File: config.mk
export PLATFORM = sky130hd
export DESIGN_NAME = aging_longest_wait_queue
export DESIGN_NICKNAME = d
export VERILOG_FILES = /design/src/design/alwq_pkg.sv /design/src/design/aging_longest_wait_queue.sv /design/src/design/alwq_alu.sv
export SDC_FILE = /design/constraint.sdc
export NUM_CORES = 1
export LEC_CHECK = 0
export BUFFER_PORTS_ARGS = -buffer_cell sky130_fd_sc_hd__buf_2
export CAP_MARGIN = 10
export CELL_PAD_IN_SITES_DETAIL_PLACEMENT = 1
export CELL_PAD_IN_SITES_GLOBAL_PLACEMENT = 1
export CORE_MARGIN = 8
export CORE_UTILIZATION = 55
export CTS_BUF_LIST = sky130_fd_sc_hd__clkbuf_2 sky130_fd_sc_hd__clkbuf_4 sky130_fd_sc_hd__clkbuf_8
export DETAILED_ROUTE_END_ITERATION = 7
export GPL_TIMING_DRIVEN = 0
export PLACE_DENSITY = 0.85
export SLEW_MARGIN = 20
export SYNTH_ARGS = -nofsm -noshare
export SYNTH_HDL_FRONTEND = slang
export SYNTH_HIERARCHICAL = 1
export SYNTH_SLANG_ARGS = --single-unit
export TNS_END_PERCENT = 10
File: constraint.sdc
create_clock -name clk -period 10.1 [get_ports clk]
set_clock_uncertainty 0.15 [all_clocks]
set_input_delay 0.505 -clock clk [delete_from_list [all_inputs] [get_ports clk]]
set_output_delay 0.505 -clock clk [all_outputs]
set_load 0.03 [all_outputs]
File: src/design/alwq_pkg.sv
// Shared types and constants for the aging longest-wait queue.
package alwq_pkg;

  localparam int ID_W   = 16;
  localparam int WAIT_W = 16;
  localparam int ENT_W  = ID_W + WAIT_W;
  localparam int IN_TDATA_W  = 32;
  localparam int OUT_TDATA_W = 32;

  localparam logic [WAIT_W-1:0] WAIT_MAX = {WAIT_W{1'b1}};

  localparam logic FUNC_INSERT = 1'b0;
  localparam logic FUNC_REMOVE = 1'b1;

  localparam logic [1:0] ST_INSERTED = 2'd0;
  localparam logic [1:0] ST_REMOVED  = 2'd1;
  localparam logic [1:0] ST_FULL     = 2'd2;
  localparam logic [1:0] ST_EMPTY    = 2'd3;

  typedef enum logic [6:0] {
    S_IDLE   = 7'b0000001,
    S_AGE_RD = 7'b0000010,
    S_AGE_WR = 7'b0000100,
    S_MAX_RD = 7'b0001000,
    S_MAX_EV = 7'b0010000,
    S_REM_RD = 7'b0100000,
    S_REM_EV = 7'b1000000
  } state_t;

  typedef struct packed {
    logic [WAIT_W-1:0] inc;
    logic              gt;
    logic              eq;
  } alu_res_t;

endpackage

File: src/design/aging_longest_wait_queue.sv
// Aging longest-wait queue: sequencer, entry memory and output register.
// Insert: result register loaded on accept, then every entry, the new one included, is aged (read, write).
// Remove: maximum scan over all entries, then a pass that compacts kept entries and waits on output stalls.
// Full or empty: one result loaded on accept; ready again once the output register is free.
// Every entry goes through the one read port and the one wait unit, in a read and a write or evaluate state.
// Reset clears the count and control; the entry memory keeps its contents.
module aging_longest_wait_queue
  import alwq_pkg::*;
#(
  parameter int QUEUE_DEPTH = 16
) (
  input  logic                   clk,
  input  logic                   rst,
  input  logic                   s_tvalid,
  output logic                   s_tready,
  input  logic [IN_TDATA_W-1:0]  s_tdata,  // process_id, initial_wait
  input  logic [0:0]             s_tuser,  // func
  output logic                   m_tvalid,
  input  logic                   m_tready,
  output logic [OUT_TDATA_W-1:0] m_tdata,  // out_id, out_wait
  output logic [1:0]             m_tuser,  // status
  output logic                   m_tlast   // last
);

  localparam int IW = $clog2(QUEUE_DEPTH);
  localparam int CW = $clog2(QUEUE_DEPTH + 1);

  state_t state, state_next;
  logic [CW-1:0] count, count_next;
  logic [CW-1:0] idx, idx_next;
  logic [CW-1:0] keep, keep_next;
  logic [CW-1:0] nrem, nrem_next;
  logic [CW-1:0] done, done_next;
  logic [WAIT_W-1:0] max_wait, max_wait_next;
  logic [CW-1:0] idx_inc;

  logic [ENT_W-1:0] mem [QUEUE_DEPTH];
  logic [ENT_W-1:0] rd_data;
  logic             rd_en;
  logic             wr_en;
  logic [IW-1:0]    wr_addr;
  logic [ENT_W-1:0] wr_data;
  logic [ID_W-1:0]   rd_id;
  logic [WAIT_W-1:0] rd_wait;

  alu_res_t alu;

  logic out_free, accept, advance;
  logic load_out;
  logic [1:0]        o_status;
  logic [ID_W-1:0]   o_id;
  logic [WAIT_W-1:0] o_wait;
  logic              o_last;

  assign rd_id    = rd_data[ENT_W-1:WAIT_W];
  assign rd_wait  = rd_data[WAIT_W-1:0];
  assign idx_inc  = idx + CW'(1);
  assign out_free = !m_tvalid || m_tready;
  assign s_tready = (state == S_IDLE) && out_free;
  assign accept   = s_tvalid && s_tready;

  alwq_alu u_alu (
    .wait_in  (rd_wait),
    .ref_wait (max_wait),
    .res      (alu)
  );

  always_ff @(posedge clk) begin
    if (wr_en) begin
      mem[wr_addr] <= wr_data;
    end
    if (rd_en) begin
      rd_data <= mem[idx[IW-1:0]];
    end
  end

  always_comb begin
    state_next    = state;
    count_next    = count;
    idx_next      = idx;
    keep_next     = keep;
    nrem_next     = nrem;
    done_next     = done;
    max_wait_next = max_wait;
    rd_en         = 1'b0;
    wr_en         = 1'b0;
    wr_addr       = count[IW-1:0];
    wr_data       = {s_tdata[ID_W-1:0], s_tdata[ID_W+WAIT_W-1:ID_W]};
    load_out      = 1'b0;
    o_status      = ST_INSERTED;
    o_id          = '0;
    o_wait        = '0;
    o_last        = 1'b1;
    advance       = 1'b0;
    unique case (state)
      S_IDLE: begin
        if (accept) begin
          load_out = 1'b1;
          if (s_tuser[0] == FUNC_INSERT) begin
            if (count == CW'(QUEUE_DEPTH)) begin
              o_status = ST_FULL;
            end else begin
              wr_en      = 1'b1;
              count_next = count + CW'(1);
              idx_next   = '0;
              state_next = S_AGE_RD;
            end
          end else if (count == '0) begin
            o_status = ST_EMPTY;
          end else begin
            load_out   = 1'b0;
            idx_next   = '0;
            nrem_next  = '0;
            state_next = S_MAX_RD;
          end
        end
      end
      S_AGE_RD: begin
        rd_en      = 1'b1;
        state_next = S_AGE_WR;
      end
      S_AGE_WR: begin
        wr_en      = 1'b1;
        wr_addr    = idx[IW-1:0];
        wr_data    = {rd_id, alu.inc};
        idx_next   = idx_inc;
        state_next = (idx_inc == count) ? S_IDLE : S_AGE_RD;
      end
      S_MAX_RD: begin
        rd_en      = 1'b1;
        state_next = S_MAX_EV;
      end
      S_MAX_EV: begin
        if (nrem == '0 || alu.gt) begin
          max_wait_next = rd_wait;
          nrem_next     = CW'(1);
        end else if (alu.eq) begin
          nrem_next = nrem + CW'(1);
        end
        if (idx_inc == count) begin
          idx_next   = '0;
          keep_next  = '0;
          done_next  = '0;
          state_next = S_REM_RD;
        end else begin
          idx_next   = idx_inc;
          state_next = S_MAX_RD;
        end
      end
      S_REM_RD: begin
        rd_en      = 1'b1;
        state_next = S_REM_EV;
      end
      S_REM_EV: begin
        if (alu.eq) begin
          if (out_free) begin
            load_out  = 1'b1;
            o_status  = ST_REMOVED;
            o_id      = rd_id;
            o_wait    = rd_wait;
            o_last    = (done + CW'(1)) == nrem;
            done_next = done + CW'(1);
            advance   = 1'b1;
          end
        end else begin
          wr_en     = 1'b1;
          wr_addr   = keep[IW-1:0];
          wr_data   = rd_data;
          keep_next = keep + CW'(1);
          advance   = 1'b1;
        end
        if (advance) begin
          idx_next = idx_inc;
          if (idx_inc == count) begin
            count_next = keep_next;
            state_next = S_IDLE;
          end else begin
            state_next = S_REM_RD;
          end
        end
      end
      default: begin
        state_next = S_IDLE;
      end
    endcase
  end

  always_ff @(posedge clk) begin
    if (rst) begin
      state    <= S_IDLE;
      count    <= '0;
      m_tvalid <= 1'b0;
    end else begin
      state <= state_next;
      count <= count_next;
      if (load_out) begin
        m_tvalid <= 1'b1;
      end else if (m_tready) begin
        m_tvalid <= 1'b0;
      end
    end
  end

  always_ff @(posedge clk) begin
    idx      <= idx_next;
    keep     <= keep_next;
    nrem     <= nrem_next;
    done     <= done_next;
    max_wait <= max_wait_next;
    if (load_out) begin
      m_tuser <= o_status;
      m_tdata <= {o_wait, o_id};
      m_tlast <= o_last;
    end
  end

endmodule

File: src/design/alwq_alu.sv
// Shared wait unit: saturating increment and compare against the running maximum.
module alwq_alu
  import alwq_pkg::*;
(
  input  logic [WAIT_W-1:0] wait_in,
  input  logic [WAIT_W-1:0] ref_wait,
  output alu_res_t          res
);

  always_comb begin
    res.inc = (wait_in == WAIT_MAX) ? wait_in : wait_in + WAIT_W'(1);
    res.gt  = wait_in > ref_wait;
    res.eq  = wait_in == ref_wait;
  end

endmodule

==> qor.yml <==
layout:
  layout-drive-gt1-share: 0.309
  final_common_cell: "edfxtp_1"
  multiInputGateArea_sq_mm: 0.00652
  final_area_sq_mm: 0.0292
  register_area_sq_mm: 0.0187
  diodes: 0
  layout_common_cells: "edfxtp_1 (615), mux4_2 (160), clkbuf_8 (97), buf_2 (90)"
  finish.net_count: 1538
  fill_cells: 3925
  area_growth_pct: 14.6
place:
  pre_cts_ws_ns: 4.69
  io_buffers: 72
  routabilityCongestion: 0.870
  placed_area_sq_mm: 0.0274
  hpwl_um: 43200
die:
  io_pins: 74
  die_w_um: 231
  start_util: 0.553
  fp-row-count: 79
  core_area_sq_mm: 0.0462
  die_h_um: 231
  dieArea_sq_mm: 0.0535
setup_path:
  cp-end-kind: "flop"
  path_cells: "ha_1, nand4_1, nor4_1, and4_1, buf_2, inv_1, and2_1, o21ai_1, buf_2, a21o_1, o221ai_1, nor2_4, buf_12"
  slowest_stage: "nor2_4"
  critPathKind: "reg2reg"
  critPathMaxStageDelay_ns: 0.81
  cp.required_ns: 10.29
  arrival_ns: 5.84
  cp-start-kind: "flop"
  cp_max_fo: 18
  path_common_cell: "buf_2"
detailed_routing:
  vias_per_cell: 6.54
  wl_um: 70700
  drc: 0
  vias: 14100
  drt_iter0_drc: 1772
  ant_nets: 0
  wire_per_inst_um: 32.8
  drt_pass1_iterations: 5
power:
  p_leak_nw: 9.52
  irDropWorstVdd_uv: 146
  pwr_density_cell_mw_per_mm2: 241
  design_power_total_mw: 7.05
timing:
  whs_ns: 0.0708
  setup_viol: 0
  max_freq_ghz: 0.177
  drv_slew: 0
  worst_slack_ns: 4.45
  fin_tns_setup_ns: 0
  slew_headroom: 0.255
  worst_slew_pin_slew_ns: 1.12
  fin_crit_sh: 0.560
  rsz0062_at_grt: "false"
  fin_crit_ns: 5.65
  hold_viol_final: 0
clocking:
  cts_resized: 0
  cts_tree: "done"
  clkSinkCount: 628
  clockBufferDepth: 3
  cts_hold_buf: 0
  clk_latency_ns: 0.67
  cts.htree.levels: 3
  postCtsSetupRepairBufs: 0
  path_clk_slew_ns: 0.06
  cts_buffers: 96
  cts_root_buf: "clkbuf_8"
yosys:
  synth_warnings: 6
  synth-seq-area-share: 0.734
  syn-num-nets: 1343
  syn_area_sq_mm: 0.0255
  avgSynthCellArea_sq_um: 19.9
  async_flop_share: 0
  synth_edf_count: 615
  synth-seq-cells: 628
  synthCells: 1282
  ys_types: 73
  synth_flop_cell: "edfxtp_1"
flow_run:
  drv_cap: 0
global_routing:
  grt_pass1_wl_um: 103000
  grt_use_total: 0.265
  grt_pass1_vias: 15100
  grt_max_degree: 21
  gr-total-overflow: 0
  antenna_found_initial: 1
outcome:
  outcome: "finished, final reports clean"
min_path:
  hold_path.class: "in2reg"
flip-flops by register name, summed over array words and instances (netlist names), 5 cells and up:
name and cells:
rd_data 32, nrem 5, count 5, mem 512, done 5, max_wait 16, idx 5, keep 5
state 7, m_tdata 32
report_power, final:
part	total (mW)	switching, mW	internal, mW
registers	3.09	0.0589	3.03
clock network	2.08	1.02	1.06
logic	1.87	1.07	0.803
total	7.05	2.15	4.90
kinds of logic (layout without fill, tap and decap cells):
family | after synthesis | in the layout | share of synthesized area
compound gates | 108 | 108 | 0.0305
flops | 628 | 628 | 0.734
simple gates | 201 | 201 | 0.0440
buf+inv | 104 | 372 | 0.0164
mux | 184 | 184 | 0.152
xor+xnor | 33 | 33 | 0.0113
fa+ha+maj | 24 | 24 | 0.0118
critical path: cells and delay by family, from the launching register on:
family                     cells  cell delay [ns]
adders and majority gates      1             0.39
AOI/OAI and AO/OA              3             1.09
and+or+nand+nor                5             1.87
DFF                            1             0.59
buffers and inverters          4             1.23
path summary, 6_finish.rpt:
check                            startpoint         end  slack [ns]  cells past startpoint
worst max register to register  rd_data[12]  mem[11][9]        4.45                     13
worst min register to register  rd_data[17]  m_tdata[1]        0.41                      1
worst max-delay path            rd_data[12]  mem[11][9]        4.45                     13
worst min-delay path               s_tvalid    m_tvalid        0.07                      3
synth_stat cells (all sizes together), types with 2 or more instances:
cell,number,area share
edfxtp,615,0.72
mux4,160,0.14
nor2,63,0.0096
inv,45,0.0066
and2,39,0.0096
clkbuf,33,0.0049
buf,26,0.0049
nand2,25,0.0037
ha,24,0.012
o21ai,24,0.0047
a21oi,23,0.0045
mux2,22,0.0097
nand3,20,0.0039
xnor2,17,0.0058
a222oi,16,0.0063
xor2,16,0.0055
dfxtp,13,0.010
nor3,9,0.0022
nand4,8,0.0028
a21o,6,0.0018
a31oi,5,0.0012
nand2b,5,0.0012
nor2b,5,0.0012
nor4b,5,0.0026
and4,4,0.0014
nor4,4,0.0016
a32oi,3,0.0010
and3,3,0.00074
o211ai,3,0.00088
o22a,3,0.0010
or3,3,0.00074
a211o,2,0.00069
a31o,2,0.00069
mux2i,2,0.00078
nand4b,2,0.00093
o2111ai,2,0.00093
o21bai,2,0.00059
o221ai,2,0.00093
o31ai,2,0.00059
or3b,2,0.00069
per-stage QoR:
stage / instances / util
finish: 2157 / 0.633
global route: 2157 / 0.633
CTS: 2157 / 0.633
detailed placement: 1986 / 0.594
global placement: 1961 / 0.577
floorplan: 1282 / -
cell type report:
class | count | share of cell area
Clock inverter | 50 | 0.0106
Multi-Input combinational cell | 550 | 0.223
Inverter | 45 | 0.00578
Tap cell | 607 | 0.0260
Clock buffer | 121 | 0.0518
Buffer | 59 | 0.00877
Sequential cell | 628 | 0.641
Timing Repair Buffer | 97 | 0.0336
layer usage:
| metal | track usage | share of wire | vias up | routed length, um |
|---|---|---|---|---|
| li1 | - | - | 5682 | - |
| met1 | 0.332 | 0.37 | 7341 | 25900 |
| met2 | 0.442 | 0.50 | 905 | 35400 |
| met3 | 0.0665 | 0.095 | 183 | 6740 |
| met4 | 0.110 | 0.037 | 2 | 2640 |
| met5 | 0 | 0.00018 | - | 13 |
(Power assumes the default switching activity.)
